===== config.mk =====
export PLATFORM = sky130hd
export DESIGN_NAME = stepper_velocity_ramp_stepper_flat
export DESIGN_NICKNAME = d
export VERILOG_FILES = /design/src/rtl/svr_pkg.sv /design/src/rtl/svr_ifs.sv /design/src/rtl/stepper_velocity_ramp_stepper.sv /design/src/flat_wrapper.sv
export SDC_FILE = /design/constraint.sdc
export NUM_CORES = 2
export LEC_CHECK = 0
export ABC_AREA = 1
export BUFFER_PORTS_ARGS = -buffer_cell sky130_fd_sc_hd__buf_2
export CELL_PAD_IN_SITES_DETAIL_PLACEMENT = 0
export CELL_PAD_IN_SITES_GLOBAL_PLACEMENT = 1
export CORE_MARGIN = 8
export CORE_UTILIZATION = 40
export DETAILED_ROUTE_END_ITERATION = 6
export PLACE_DENSITY = 0.81
export SYNTH_ARGS = -nofsm -noshare
export SYNTH_HDL_FRONTEND = slang
export SYNTH_SLANG_ARGS = --single-unit

===== constraint.sdc =====
create_clock -name clk_i -period 14.7 [get_ports clk_i]
set_clock_uncertainty 0.05 [all_clocks]
set_input_delay 2.205 -clock clk_i [delete_from_list [all_inputs] [get_ports clk_i]]
set_output_delay 2.205 -clock clk_i [all_outputs]
set_load 0.1 [all_outputs]

===== src/rtl/svr_pkg.sv =====
`timescale 1ns / 1ps
// ----------------------------------------------------------------------------
// Stepper velocity ramp package
// Shared widths, register map and reset values for the stepper ramp block.
// ----------------------------------------------------------------------------
package svr_pkg;

  // Widths of the item fields and of the configuration port.
  localparam int unsigned SpeedW  = 32;
  localparam int unsigned RegW    = 31;
  localparam int unsigned PeriodW = 20;
  localparam int unsigned DataW   = 32;
  localparam int unsigned AddrW   = 5;

  // Travel per step is scaled by this to compare against ticks times speed.
  localparam int unsigned StepScale = 1000000;
  localparam int unsigned ScaledW   = 51;

  // Reset values of the non-zero registers.
  localparam logic [PeriodW-1:0] UpdatePeriodRst  = 20'd1000;
  localparam logic [RegW-1:0]    TravelPerStepRst = 31'd65536;
  localparam logic [ScaledW-1:0] TravelScaledRst  = 51'd65536000000;

  typedef logic signed [SpeedW-1:0] speed_t;

  // Register indexes, taken from the word address of the port.
  typedef enum logic [2:0] {
    REG_MAX_VELOCITY    = 3'd0,
    REG_ACCEL_STEP      = 3'd1,
    REG_DECEL_STEP      = 3'd2,
    REG_GRAVITY_STEP    = 3'd3,
    REG_GRAVITY_ENABLE  = 3'd4,
    REG_UPDATE_PERIOD   = 3'd5,
    REG_TRAVEL_PER_STEP = 3'd6
  } svr_reg_e;

endpackage


===== src/rtl/svr_ifs.sv =====
`timescale 1ns / 1ps
// ----------------------------------------------------------------------------
// Stepper ramp channel interfaces
// Valid/ready channels for the tick words going in and the result words out.
// ----------------------------------------------------------------------------

// One 1 us tick with the target speed, contact, load and limit switches.
interface svr_tick_if;
  logic                valid;
  logic                ready;
  svr_pkg::speed_t     target_velocity;
  logic                in_contact;
  logic                no_load;
  logic                limit_top;
  logic                limit_bottom;

  modport source (
    output valid, target_velocity, in_contact, no_load, limit_top, limit_bottom,
    input  ready
  );
  modport sink (
    input  valid, target_velocity, in_contact, no_load, limit_top, limit_bottom,
    output ready
  );
endinterface

// The step decision and the axis state after one tick.
interface svr_res_if;
  logic                valid;
  logic                ready;
  logic                step_pulse;
  logic                direction;
  svr_pkg::speed_t     position;
  svr_pkg::speed_t     speed;
  logic                homed;

  modport source (
    output valid, step_pulse, direction, position, speed, homed,
    input  ready
  );
  modport sink (
    input  valid, step_pulse, direction, position, speed, homed,
    output ready
  );
endinterface


===== src/rtl/stepper_velocity_ramp_stepper.sv =====
`timescale 1ns / 1ps
// ----------------------------------------------------------------------------
// Stepper velocity ramp and step generator
// Ramps the axis speed toward a target once per update period, applies free
// fall and limit switches, and issues a motor step when one is due.
// ----------------------------------------------------------------------------
//
//   Channel   Port      Direction  Contents
//   -------   --------  ---------  --------------------------------------------
//   tick      tick_i    in         target_velocity, in_contact, no_load, limits
//   result    res_o     out        step_pulse, direction, position, speed, homed
//   config    p*        in/out     APB registers 0..6 at byte address 4*index
//
// One tick word per clock while the result channel is not stalled. A word is
// held in the input register; the speed ramp, the 32 by 32 step-rate multiply
// and the 64-bit compare resolve combinationally as it moves into the result register.
// Reset clears speed, position, homed and both tick counters, and loads the
// register reset values. A stalled result keeps its word; a new tick is still
// taken until the input register is also full.

module stepper_velocity_ramp_stepper (
  input  logic                         clk_i,
  input  logic                         rst_ni,
  svr_tick_if.sink                     tick_i,
  svr_res_if.source                    res_o,
  input  logic                         psel,
  input  logic                         penable,
  input  logic                         pwrite,
  input  logic [svr_pkg::AddrW-1:0]    paddr,
  input  logic [svr_pkg::DataW-1:0]    pwdata,
  output logic [svr_pkg::DataW-1:0]    prdata,
  output logic                         pready
);

  // Configuration registers.
  logic [svr_pkg::RegW-1:0]    max_velocity_q;
  logic [svr_pkg::RegW-1:0]    accel_step_q;
  logic [svr_pkg::RegW-1:0]    decel_step_q;
  logic [svr_pkg::RegW-1:0]    gravity_step_q;
  logic                        gravity_enable_q;
  logic [svr_pkg::PeriodW-1:0] update_period_q;
  logic [svr_pkg::RegW-1:0]    travel_per_step_q;
  logic [svr_pkg::ScaledW-1:0] travel_scaled_q;
  logic                        cfg_wr;
  svr_pkg::svr_reg_e           cfg_reg;

  // Input register.
  logic                        tick_vld_q;
  svr_pkg::speed_t             tgt_q;
  logic                        contact_q;
  logic                        noload_q;
  logic                        ltop_q;
  logic                        lbot_q;

  // Axis state.
  svr_pkg::speed_t             speed_q,  speed_d;
  logic [31:0]                 position_q, position_d;
  logic                        homed_q,  homed_d;
  logic [31:0]                 tsu_q,    tsu_d;
  logic [31:0]                 tss_q,    tss_d;
  logic                        dir_q,    dir_d;
  logic                        pulse_d;

  // Result register.
  logic                        res_vld_q;
  logic                        out_free;
  logic                        advance;

  // Tick datapath.
  logic [31:0]                 tsu_inc;
  logic [31:0]                 tss_inc;
  logic signed [33:0]          maxv;
  logic signed [33:0]          dec;
  logic signed [33:0]          acc;
  logic signed [33:0]          grav;
  logic signed [33:0]          tgt;
  logic signed [33:0]          cur;
  logic signed [33:0]          ramp;
  logic signed [33:0]          spd;
  logic signed [33:0]          spd_abs;
  logic                        due;
  logic                        free_fall;
  logic                        released;
  logic [63:0]                 lhs;
  logic                        step_due;

  assign pready  = 1'b1;
  assign cfg_wr  = psel && penable && pwrite;
  assign cfg_reg = svr_pkg::svr_reg_e'(paddr[svr_pkg::AddrW-1:2]);

  // Register writes; the scaled travel is formed here, off the tick path.
  always_ff @(posedge clk_i or negedge rst_ni) begin
    if (!rst_ni) begin
      max_velocity_q    <= '0;
      accel_step_q      <= '0;
      decel_step_q      <= '0;
      gravity_step_q    <= '0;
      gravity_enable_q  <= 1'b0;
      update_period_q   <= svr_pkg::UpdatePeriodRst;
      travel_per_step_q <= svr_pkg::TravelPerStepRst;
      travel_scaled_q   <= svr_pkg::TravelScaledRst;
    end else if (cfg_wr) begin
      case (cfg_reg)
        svr_pkg::REG_MAX_VELOCITY:   max_velocity_q   <= pwdata[svr_pkg::RegW-1:0];
        svr_pkg::REG_ACCEL_STEP:     accel_step_q     <= pwdata[svr_pkg::RegW-1:0];
        svr_pkg::REG_DECEL_STEP:     decel_step_q     <= pwdata[svr_pkg::RegW-1:0];
        svr_pkg::REG_GRAVITY_STEP:   gravity_step_q   <= pwdata[svr_pkg::RegW-1:0];
        svr_pkg::REG_GRAVITY_ENABLE: gravity_enable_q <= pwdata[0];
        svr_pkg::REG_UPDATE_PERIOD:  update_period_q  <= pwdata[svr_pkg::PeriodW-1:0];
        svr_pkg::REG_TRAVEL_PER_STEP: begin
          travel_per_step_q <= pwdata[svr_pkg::RegW-1:0];
          travel_scaled_q   <= svr_pkg::ScaledW'(pwdata[svr_pkg::RegW-1:0])
                               * svr_pkg::ScaledW'(svr_pkg::StepScale);
        end
        default: ;
      endcase
    end
  end

  // Register read-back.
  always_comb begin
    prdata = '0;
    case (cfg_reg)
      svr_pkg::REG_MAX_VELOCITY:    prdata = {1'b0, max_velocity_q};
      svr_pkg::REG_ACCEL_STEP:      prdata = {1'b0, accel_step_q};
      svr_pkg::REG_DECEL_STEP:      prdata = {1'b0, decel_step_q};
      svr_pkg::REG_GRAVITY_STEP:    prdata = {1'b0, gravity_step_q};
      svr_pkg::REG_GRAVITY_ENABLE:  prdata = {31'd0, gravity_enable_q};
      svr_pkg::REG_UPDATE_PERIOD:   prdata = {12'd0, update_period_q};
      svr_pkg::REG_TRAVEL_PER_STEP: prdata = {1'b0, travel_per_step_q};
      default:                      prdata = '0;
    endcase
  end

  // Handshake: the result register frees when empty or taken this cycle.
  assign out_free     = !res_vld_q || res_o.ready;
  assign advance      = tick_vld_q && out_free;
  assign tick_i.ready = !tick_vld_q || out_free;

  always_ff @(posedge clk_i or negedge rst_ni) begin
    if (!rst_ni) begin
      tick_vld_q <= 1'b0;
    end else if (tick_i.ready) begin
      tick_vld_q <= tick_i.valid;
    end
  end

  always_ff @(posedge clk_i) begin
    if (tick_i.valid && tick_i.ready) begin
      tgt_q     <= tick_i.target_velocity;
      contact_q <= tick_i.in_contact;
      noload_q  <= tick_i.no_load;
      ltop_q    <= tick_i.limit_top;
      lbot_q    <= tick_i.limit_bottom;
    end
  end

  // Tick counters advance first, saturating at all ones.
  assign tsu_inc = (tsu_q == '1) ? tsu_q : tsu_q + 32'd1;
  assign tss_inc = (tss_q == '1) ? tss_q : tss_q + 32'd1;

  assign maxv = $signed({3'b000, max_velocity_q});
  assign dec  = $signed({3'b000, decel_step_q});
  assign acc  = $signed({3'b000, accel_step_q});
  assign grav = $signed({3'b000, gravity_step_q});
  assign cur  = 34'(speed_q);

  assign due       = tsu_inc > {12'd0, update_period_q};
  assign free_fall = !contact_q && gravity_enable_q && due && noload_q;
  assign released  = !contact_q && !gravity_enable_q;

  // Target clamped above only.
  assign tgt = ($signed(34'(tgt_q)) > maxv) ? maxv : 34'(tgt_q);

  // Ramp one step toward the target; slowing uses the decel step.
  always_comb begin
    ramp = cur;
    if (tgt < cur) begin
      ramp = (cur > 34'sd0) ? cur - dec : cur - acc;
    end else if (tgt > cur) begin
      ramp = (cur < 34'sd0) ? cur + dec : cur + acc;
    end
  end

  // Speed stage: free fall, released, normal update or hold.
  always_comb begin
    spd   = cur;
    tsu_d = tsu_inc;
    if (free_fall) begin
      spd   = (cur - grav < -maxv) ? -maxv : cur - grav;
      tsu_d = '0;
    end else if (released) begin
      spd = '0;
    end else if (due) begin
      tsu_d = '0;
      if (tgt == 34'sd0 && ramp > -dec && ramp < dec) begin
        spd = '0;
      end else if (ramp > maxv) begin
        spd = maxv;
      end else if (ramp < -maxv) begin
        spd = -maxv;
      end else begin
        spd = ramp;
      end
    end
  end

  // Step due when elapsed ticks times speed exceeds the scaled travel.
  assign spd_abs  = (spd < 34'sd0) ? -spd : spd;
  assign lhs      = 64'(tss_inc) * 64'(spd_abs[31:0]);
  assign step_due = (spd != 34'sd0) && (lhs > 64'(travel_scaled_q));

  // Step stage with the limit switches.
  always_comb begin
    speed_d    = spd[31:0];
    position_d = position_q;
    homed_d    = homed_q;
    dir_d      = dir_q;
    tss_d      = tss_inc;
    pulse_d    = 1'b0;
    if (step_due) begin
      tss_d = '0;
      if (spd < 34'sd0) begin
        if (ltop_q) begin
          speed_d = '0;
        end else begin
          dir_d      = 1'b0;
          position_d = position_q + {1'b0, travel_per_step_q};
          pulse_d    = 1'b1;
        end
      end else begin
        if (lbot_q) begin
          speed_d    = '0;
          position_d = '0;
          homed_d    = 1'b1;
        end else begin
          dir_d      = 1'b1;
          position_d = position_q - {1'b0, travel_per_step_q};
          pulse_d    = 1'b1;
        end
      end
    end
  end

  // State update and result register, once per tick moved forward.
  always_ff @(posedge clk_i or negedge rst_ni) begin
    if (!rst_ni) begin
      speed_q    <= '0;
      position_q <= '0;
      homed_q    <= 1'b0;
      tsu_q      <= '0;
      tss_q      <= '0;
      dir_q      <= 1'b0;
      res_vld_q  <= 1'b0;
    end else begin
      if (advance) begin
        speed_q    <= speed_d;
        position_q <= position_d;
        homed_q    <= homed_d;
        tsu_q      <= tsu_d;
        tss_q      <= tss_d;
        dir_q      <= dir_d;
      end
      if (out_free) begin
        res_vld_q <= tick_vld_q;
      end
    end
  end

  always_ff @(posedge clk_i) begin
    if (advance) begin
      res_o.step_pulse <= pulse_d;
      res_o.direction  <= dir_d;
      res_o.position   <= position_d;
      res_o.speed      <= speed_d;
      res_o.homed      <= homed_d;
    end
  end

  assign res_o.valid = res_vld_q;

endmodule


===== src/flat_wrapper.sv =====
// flat-port wrapper written by rule: the top's interface ports become plain ports
module stepper_velocity_ramp_stepper_flat 
  (clk_i, rst_ni, psel, penable, pwrite, paddr, pwdata, prdata, pready, tick_i_valid, tick_i_target_velocity, tick_i_in_contact, tick_i_no_load, tick_i_limit_top, tick_i_limit_bottom, tick_i_ready, res_o_valid, res_o_step_pulse, res_o_direction, res_o_position, res_o_speed, res_o_homed, res_o_ready);
  svr_tick_if tick_i_i ();
  svr_res_if res_o_i ();
  input  logic clk_i;
  input  logic rst_ni;
  input  logic psel;
  input  logic penable;
  input  logic pwrite;
  input  logic [svr_pkg::AddrW-1:0] paddr;
  input  logic [svr_pkg::DataW-1:0] pwdata;
  output logic [svr_pkg::DataW-1:0] prdata;
  output logic pready;
  input wire logic [$bits(tick_i_i.valid)-1:0] tick_i_valid;
  input wire logic [$bits(tick_i_i.target_velocity)-1:0] tick_i_target_velocity;
  input wire logic [$bits(tick_i_i.in_contact)-1:0] tick_i_in_contact;
  input wire logic [$bits(tick_i_i.no_load)-1:0] tick_i_no_load;
  input wire logic [$bits(tick_i_i.limit_top)-1:0] tick_i_limit_top;
  input wire logic [$bits(tick_i_i.limit_bottom)-1:0] tick_i_limit_bottom;
  output wire logic [$bits(tick_i_i.ready)-1:0] tick_i_ready;
  output wire logic [$bits(res_o_i.valid)-1:0] res_o_valid;
  output wire logic [$bits(res_o_i.step_pulse)-1:0] res_o_step_pulse;
  output wire logic [$bits(res_o_i.direction)-1:0] res_o_direction;
  output wire logic [$bits(res_o_i.position)-1:0] res_o_position;
  output wire logic [$bits(res_o_i.speed)-1:0] res_o_speed;
  output wire logic [$bits(res_o_i.homed)-1:0] res_o_homed;
  input wire logic [$bits(res_o_i.ready)-1:0] res_o_ready;
  assign tick_i_i.valid = tick_i_valid;
  assign tick_i_i.target_velocity = tick_i_target_velocity;
  assign tick_i_i.in_contact = tick_i_in_contact;
  assign tick_i_i.no_load = tick_i_no_load;
  assign tick_i_i.limit_top = tick_i_limit_top;
  assign tick_i_i.limit_bottom = tick_i_limit_bottom;
  assign tick_i_ready = tick_i_i.ready;
  assign res_o_valid = res_o_i.valid;
  assign res_o_step_pulse = res_o_i.step_pulse;
  assign res_o_direction = res_o_i.direction;
  assign res_o_position = res_o_i.position;
  assign res_o_speed = res_o_i.speed;
  assign res_o_homed = res_o_i.homed;
  assign res_o_i.ready = res_o_ready;
  stepper_velocity_ramp_stepper u_core (.clk_i(clk_i), .rst_ni(rst_ni), .tick_i(tick_i_i), .res_o(res_o_i), .psel(psel), .penable(penable), .pwrite(pwrite), .paddr(paddr), .pwdata(pwdata), .prdata(prdata), .pready(pready));
endmodule

-- Yosys cells after proc, flatten, opt, wreduce, memory -nomap -nowiden
Index checks and enable logic that the tools add are counted.
- flip-flop bits (word level): 456
- bits of input ports: 80
- output and inout bits: 102
- word-level logic and storage cells: 126
- $add $sub $neg: 12
- multiply operators: 2
- $lt $le $gt $ge: 13
- eq/ne operators: 8
- muxes and demuxes: 38
- reductions and logical operators: 27
- operator list (operator ; count):
    32-bit 2-to-1 mux ; 15
    34-bit 2-to-1 mux ; 12
    31-bit case mux with 7 select lines ; 1
    32-bit by 32-bit subtractor with 33-bit output ; 3
    34-bit by 32-bit greater-than comparator with 1-bit output ; 2
    34-bit by 32-bit < comparator with 1-bit output ; 2
    34-bit < comparator ; 2
    31-bit negation with 34-bit output ; 2
    32-bit by 32-bit adder with 33-bit output ; 2
    32-bit by 1-bit adder with 32-bit output (second input constant) ; 2
    32-bit equality test (second input constant) ; 2
    64-bit by 51-bit greater-than comparator with 1-bit output ; 1
    32-bit by 32-bit multiplier with 64-bit output ; 1
    31-bit by 14-bit multiplier with 45-bit output (second input constant) ; 1
    34-bit greater-than comparator ; 1
    34-bit logical NOT ; 1
    34-bit by 1-bit < comparator with 1-bit output (second input constant) ; 1
    34-bit nonzero test ; 1
    32-bit by 31-bit adder with 32-bit output ; 1
    32-bit by 1-bit greater-than comparator with 1-bit output (second input constant) ; 1
    32-bit by 20-bit greater-than comparator with 1-bit output ; 1
    32-bit greater-than comparator ; 1
    32-bit by 1-bit < comparator with 1-bit output (second input constant) ; 1
    32-bit negation ; 1
    other kinds (10) ; 42

-- Depth between registers and ports, before layout
- word-level depth: 18
- gate-level depth with buffers: 112
- depth with buffers taken out: 105

-- Least setup slack after synthesis
No wires, ideal clock.
- path kind: flip-flop to flip-flop
- from: register u_core.max_velocity_q[17] in the netlist's numbering
- to: register u_core.res_o.position[10], data pin
- library setup time: 255 ps
- arrival time: 15683 ps
- data required time: 14395 ps
- setup slack: -1288 ps
- stages on the path, launching flop included: 95
- path buffers: 7
- period minus slack after synthesis: 15988 ps
- cell sequence: dfrtp_1 > inv_1 > ha_1 > a21oi_1 > nor2_1 > o21a_1 > o21ai_0 > nand3_1 > a21oi_1 > nand2_2 > nand3_2 > buf_2 > nor2_1 > nor2_1 > inv_1 > ha_1 > nand2_1 > nor2_1 > [... 59 more ...] > nand2_1 > o41ai_1 > a21oi_1 > inv_1 > a21oi_1 > o21ai_0 > xor2_1 > ha_1 > nand3_1 > nor2_1 > nor4b_1 > nand4_1 > nor2_1 > nor2_1 > a21oi_4 > clkbuf_1 > nand3_1 > and2_1
- longest elaborated chain between the ends: 18
- elaborated cells between the ends (all ways): 31
- classes of those cells: add/sub (2); mul (1); order compare (10); mux (13); reduce/logical (5)
- RTL lines (what ; RTL line ; text):
    from (decl) ; stepper_velocity_ramp_stepper.sv:36 ; logic [svr_pkg::RegW-1:0] max_velocity_q;
    from (signal assigned) ; stepper_velocity_ramp_stepper.sv:104 ; svr_pkg::REG_MAX_VELOCITY: max_velocity_q <= pwdata[svr_pkg::RegW-1:0];
    32-bit greater-than comparator ; stepper_velocity_ramp_stepper.sv:173 ; assign tgt = ($signed(34'(tgt_q)) > maxv) ? maxv : 34'(tgt_q);
    34-bit 2-to-1 mux ; stepper_velocity_ramp_stepper.sv:173 ;
    34-bit by 32-bit greater-than comparator with 1-bit output ; stepper_velocity_ramp_stepper.sv:180 ; end else if (tgt > cur) begin
    34-bit 2-to-1 mux ; stepper_velocity_ramp_stepper.sv:180 ;
    34-bit 2-to-1 mux ; stepper_velocity_ramp_stepper.sv:178 ; if (tgt < cur) begin
    34-bit < comparator or 34-bit greater-than comparator (tied branches) ; stepper_velocity_ramp_stepper.sv:200, stepper_velocity_ramp_stepper.sv:196 ;
    34-bit 2-to-1 mux or 1-bit logical AND (tied branches) ; stepper_velocity_ramp_stepper.sv:200, stepper_velocity_ramp_stepper.sv:196 ;
    34-bit 2-to-1 mux or 1-bit logical AND (tied branches) ; stepper_velocity_ramp_stepper.sv:198, stepper_velocity_ramp_stepper.sv:196 ;
    [... 3 more ...] ; n/a ;
    34-bit 2-to-1 mux (*) ; stepper_velocity_ramp_stepper.sv:189 ; if (free_fall) begin
    32-bit negation or 34-bit by 1-bit < comparator with 1-bit output (tied branches) ; stepper_velocity_ramp_stepper.sv:209, stepper_velocity_ramp_stepper.sv:223 ;
    32-bit 2-to-1 mux ; stepper_velocity_ramp_stepper.sv:209 ; assign spd_abs = (spd < 34'sd0) ? -spd : spd;
    32-bit by 32-bit multiplier with 64-bit output ; stepper_velocity_ramp_stepper.sv:210 ; assign lhs = 64'(tss_inc) * 64'(spd_abs[31:0]);
    64-bit by 51-bit greater-than comparator with 1-bit output ; stepper_velocity_ramp_stepper.sv:211 ; assign step_due = (spd != 34'sd0) && (lhs > 64'(travel_scaled_q));
    1-bit logical AND ; stepper_velocity_ramp_stepper.sv:211 ;
    32-bit 2-to-1 mux (*) ; stepper_velocity_ramp_stepper.sv:221 ; if (step_due) begin
    via u_core.position_d[10] ; stepper_velocity_ramp_stepper.sv:57 ; logic [31:0] position_q, position_d;
    to (signal assigned) ; stepper_velocity_ramp_stepper.sv:274 ; res_o.position <= position_d;
    to (decl) ; svr_ifs.sv:38 ; output valid, step_pulse, direction, position, speed, homed,
Mark *: on every way through the listed nets, which the timed path passes. The rest lies on a longest branch.
A chain may end at the register's enable or synchronous reset.

-- Worst setup path in the final report
- from: register u_core.tgt_q[3]
- to: register u_core.res_o.position[0], data pin
- longest elaborated chain between the ends: 18
- elaborated cells between the ends (all ways): 28
- classes of those cells: add/sub (1); mul (1); order compare (9); mux (12); reduce/logical (5)
- RTL lines (what ; RTL line ; text):
    from (decl) ; stepper_velocity_ramp_stepper.sv:49 ; svr_pkg::speed_t tgt_q;
    from (signal assigned) ; stepper_velocity_ramp_stepper.sv:150 ; tgt_q <= tick_i.target_velocity;
    32-bit greater-than comparator ; stepper_velocity_ramp_stepper.sv:173 ;
    34-bit 2-to-1 mux (*) ; stepper_velocity_ramp_stepper.sv:173 ;
    34-bit by 32-bit greater-than comparator with 1-bit output ; stepper_velocity_ramp_stepper.sv:180 ;
    34-bit 2-to-1 mux ; stepper_velocity_ramp_stepper.sv:180 ;
    34-bit 2-to-1 mux ; stepper_velocity_ramp_stepper.sv:178 ;
    34-bit < comparator or 34-bit greater-than comparator (tied branches) ; stepper_velocity_ramp_stepper.sv:200, stepper_velocity_ramp_stepper.sv:196 ;
    34-bit 2-to-1 mux or 1-bit logical AND (tied branches) ; stepper_velocity_ramp_stepper.sv:200, stepper_velocity_ramp_stepper.sv:196 ;
    34-bit 2-to-1 mux or 1-bit logical AND (tied branches) ; stepper_velocity_ramp_stepper.sv:198, stepper_velocity_ramp_stepper.sv:196 ;
    [... 3 more ...] ; n/a ;
    34-bit 2-to-1 mux (*) ; stepper_velocity_ramp_stepper.sv:189 ;
    32-bit negation or 34-bit by 1-bit < comparator with 1-bit output (tied branches) ; stepper_velocity_ramp_stepper.sv:209, stepper_velocity_ramp_stepper.sv:223 ;
    32-bit 2-to-1 mux ; stepper_velocity_ramp_stepper.sv:209 ;
    32-bit by 32-bit multiplier with 64-bit output ; stepper_velocity_ramp_stepper.sv:210 ;
    64-bit by 51-bit greater-than comparator with 1-bit output ; stepper_velocity_ramp_stepper.sv:211 ;
    1-bit logical AND ; stepper_velocity_ramp_stepper.sv:211 ;
    32-bit 2-to-1 mux (*) ; stepper_velocity_ramp_stepper.sv:221 ;
    via u_core.position_d[0] ; stepper_velocity_ramp_stepper.sv:57 ;
Marked as above.

==> impl_metrics.ini <==
[timing]
rsz0062_at_grt = true
finalSetupViolCount = 165
fin_crit_sh_pct = 114.8
fin_ws_ps = -2181
timing.slew.headroom_pct = 9.028
slew_violations = 0
hold_violations = 0
fmax_mhz = 59.24
tightest_slew_ps = 1363
setup_tns_ps = -343670
period_minus_slack_ps = 16880

[cts]
numCtsBuffers = 58
clockBufferDepth = 3
hold_buffers = 0
cts_max_level = 2
cts.clk_slew.worst_paths_ps = 60
cts_tree = yes
clock-root-buffer = clkbuf_16
clock_sinks = 453
clock_latency_ps = 740

[setup_path]
critPathLaunchType = flop
cpPeakStageDelay_ps = 640
worstSetupPathType = flop to flop
arrival_ps = 17280
crit_fanout = 12
cp_common_cell = nand2_1
cp-end-kind = flop
cp_slowest_cell = fa_2
critPathRequiredTime_ps = 15100

[outcome]
failed_checks = DRC, setup timing
status = complete, but fails checks

[synthesis]
avgSynthCellArea_um2 = 7.617
synth-edff-count = 103
netlist.area_leader.share_pct = 25.72
synthArstFlopShare_pct = 77.26
yosysMostFrequentCell = inv_1
syn_area_um2 = 80260
synth_area_leaders = fa_1 26%, ha_1 13%, dfrtp_1 10%
synthTopCellsByCount = 2181 x inv_1, 1973 x nand2_1, 1031 x fa_1
yosys_warnings = 0
ys_dominant_reg_cell = dfrtp_1
yosysUniqueCellTypes = 69
synth_nets = 12500
ys_seq_area_share_pct = 14.79
synth-seq-cells = 453
synthCells = 10540
synth_area_leader_cell = fa_1

[route]
drt_pass1_iterations = 7
drtIter0Drc = 8038
postRouteAntennaNets = 0
wire_per_inst_um = 24.07
num_vias = 80270
via_per_inst = 5.454
wl_met1_mm = 142.7
finalWirelength_mm = 354.3
drc = 8
wl_met3_mm = 41.00
met2RoutedLength_mm = 146.4
topRoutingLayerUsed = met5

[global_route]
grt_max_degree = 132
grt_usage_pct = 31.71
grt_pass1_vias = 80390
antenna_found_initial = 38
grt_pass1_wl_mm = 517.1
grt.overflow.total = 0

[die]
die_h_um = 463.9
coreArea_um2 = 199700
die_area_um2 = 215200
floorplan.initialDensity_pct = 40.20
std_cell_rows = 164
die_x_um = 463.9
ios = 182

[cells_and_area]
drive_gt1_share_pct = 21.55
syn_to_final_growth_pct = 26.53
fill_cells = 19120
fin_nets = 13960

[placed_design]
dp_hpwl_mm = 291.0
gp_congestion = 1.090
port_buffers = 176

[run]
maxCapViolations = 0

[min_path]
hold_path_class = flop to flop
[layout by cell type, fill, tap and decap left out, types with 24 or more instances in the layout]
cell type and instances:
o211ai_1 33, o221ai_1 41, nand2_1 1851, clkbuf_16 75, nand2_2 103, o21bai_1 25
nand2_4 57, o21ai_1 78, a31oi_1 32, a21oi_2 48, fa_2 42, buf_6 35
xor2_1 223, a21oi_1 522, ha_4 37, nand3_1 350, ha_1 819, a221oi_1 24
nor3_1 80, nor2_2 68, inv_2 50, fa_1 989, nand3_2 68, nor2_1 808
inv_1 2142, o21ai_2 35, o22ai_1 68, edfxtp_1 103, buf_2 175, xnor2_1 82
nor4_1 36, buf_12 74, clkinv_1 34, o21ai_0 542, nor2_4 27, dfrtp_1 335
nand4_1 87, buf_4 1453
[final cells by class]
| class | count | area (um^2) | area share (%) |
|---|---|---|---|
| multi-input combinational | 7474 | 61410 | 60.47 |
| timing repair buffer | 1772 | 14410 | 14.19 |
| sequential | 453 | 11870 | 11.69 |
| inverter | 2235 | 8471 | 8.341 |
| tap | 2656 | 3323 | 3.272 |
| clock buffer | 70 | 1578 | 1.554 |
| clock inverter | 39 | 437.9 | 0.4312 |
| antenna | 19 | 47.55 | 0.04682 |
| timing repair inverter | 1 | 6.256 | 0.006161 |
[metrics by stage]
stage / hold slack, ps / std cells / util, % / setup WS [ps] / cell area [um^2]
after global placement: 393.8 / 14490 / 48.03 / -3140 / 95890
after CTS: 416.5 / 14610 / 49.31 / -2023 / 98460
after floorplan: 382.0 / 10540 / - / -231.5 / 81330
final: 410.8 / 14720 / 50.86 / -2181 / 101500
after detailed placement: 401.7 / 14490 / 48.03 / -3019 / 95890
after global routing: 424.6 / 14700 / 50.84 / -2773 / 101500
[layer usage]
metal | track usage (%) | up-vias
li1 | - | 35960
met2 | 46.55 | 4327
met4 | 16.76 | 20
met5 | 0 | -
met3 | 9.186 | 947
met1 | 42.25 | 39020
[critical path: cells and delay by family (launching register included)]
kind                     cells  cell delay (ps)
AND/OR/NAND/NOR             42             4640
XOR/XNOR                     1              190
flip-flops                   1              420
AO/OA/AOI/OAI               16             2740
buffers and inverters       23             2730
adder cells (fa/ha/maj)     13             5780
[path summary, 6_finish.rpt]
kind / end / start / depth (start not counted) / slack (ps)
worst max-delay path: u_core.res_o.position[0] / u_core.tgt_q[3] / 95 / -2180
worst min-delay path: u_core.homed_q / u_core.homed_q / 2 / 410
worst max register to register: u_core.res_o.position[0] / u_core.tgt_q[3] / 95 / -2180
worst min register to register: u_core.homed_q / u_core.homed_q / 2 / 410
max in group asynchronous: u_core.speed_q[31] / rst_ni / 3 / 10760
min in group asynchronous: u_core.max_velocity_q[22] / rst_ni / 1 / 1510
[what timing repair did]
action,CTS,global route
pin swaps,26,206
gates resized for setup,113,561
setup endpoints to repair,165,165
gates cloned,4,22
setup buffers,6,69
[logic make-up after synthesis]
kind of cell    count (synthesis)  synth area share, %
other cells                     2             0.009357
compound gates               1620                11.34
xor+xnor                      317                3.459
fa+ha+maj                    1887                39.06
buf+inv                      2613                12.52
flops                         453                14.79
simple gates                 3645                18.81
[flip-flops by register name, indices dropped and copies added, names as in the netlist, 20 cells and up]
signal	flops
u_core.accel_step_q	31
u_core.decel_step_q	31
u_core.gravity_step_q	31
u_core.max_velocity_q	31
u_core.position_q	32
u_core.res_o.position	32
u_core.res_o.speed	32
u_core.speed_q	32
u_core.tgt_q	32
u_core.travel_per_step_q	31
u_core.travel_scaled_q	42
u_core.tss_q	32
u_core.tsu_q	32
u_core.update_period_q	20
Power is not shown: default switching activity piles up to over one toggle a cycle in this logic, so the estimate is an artifact.
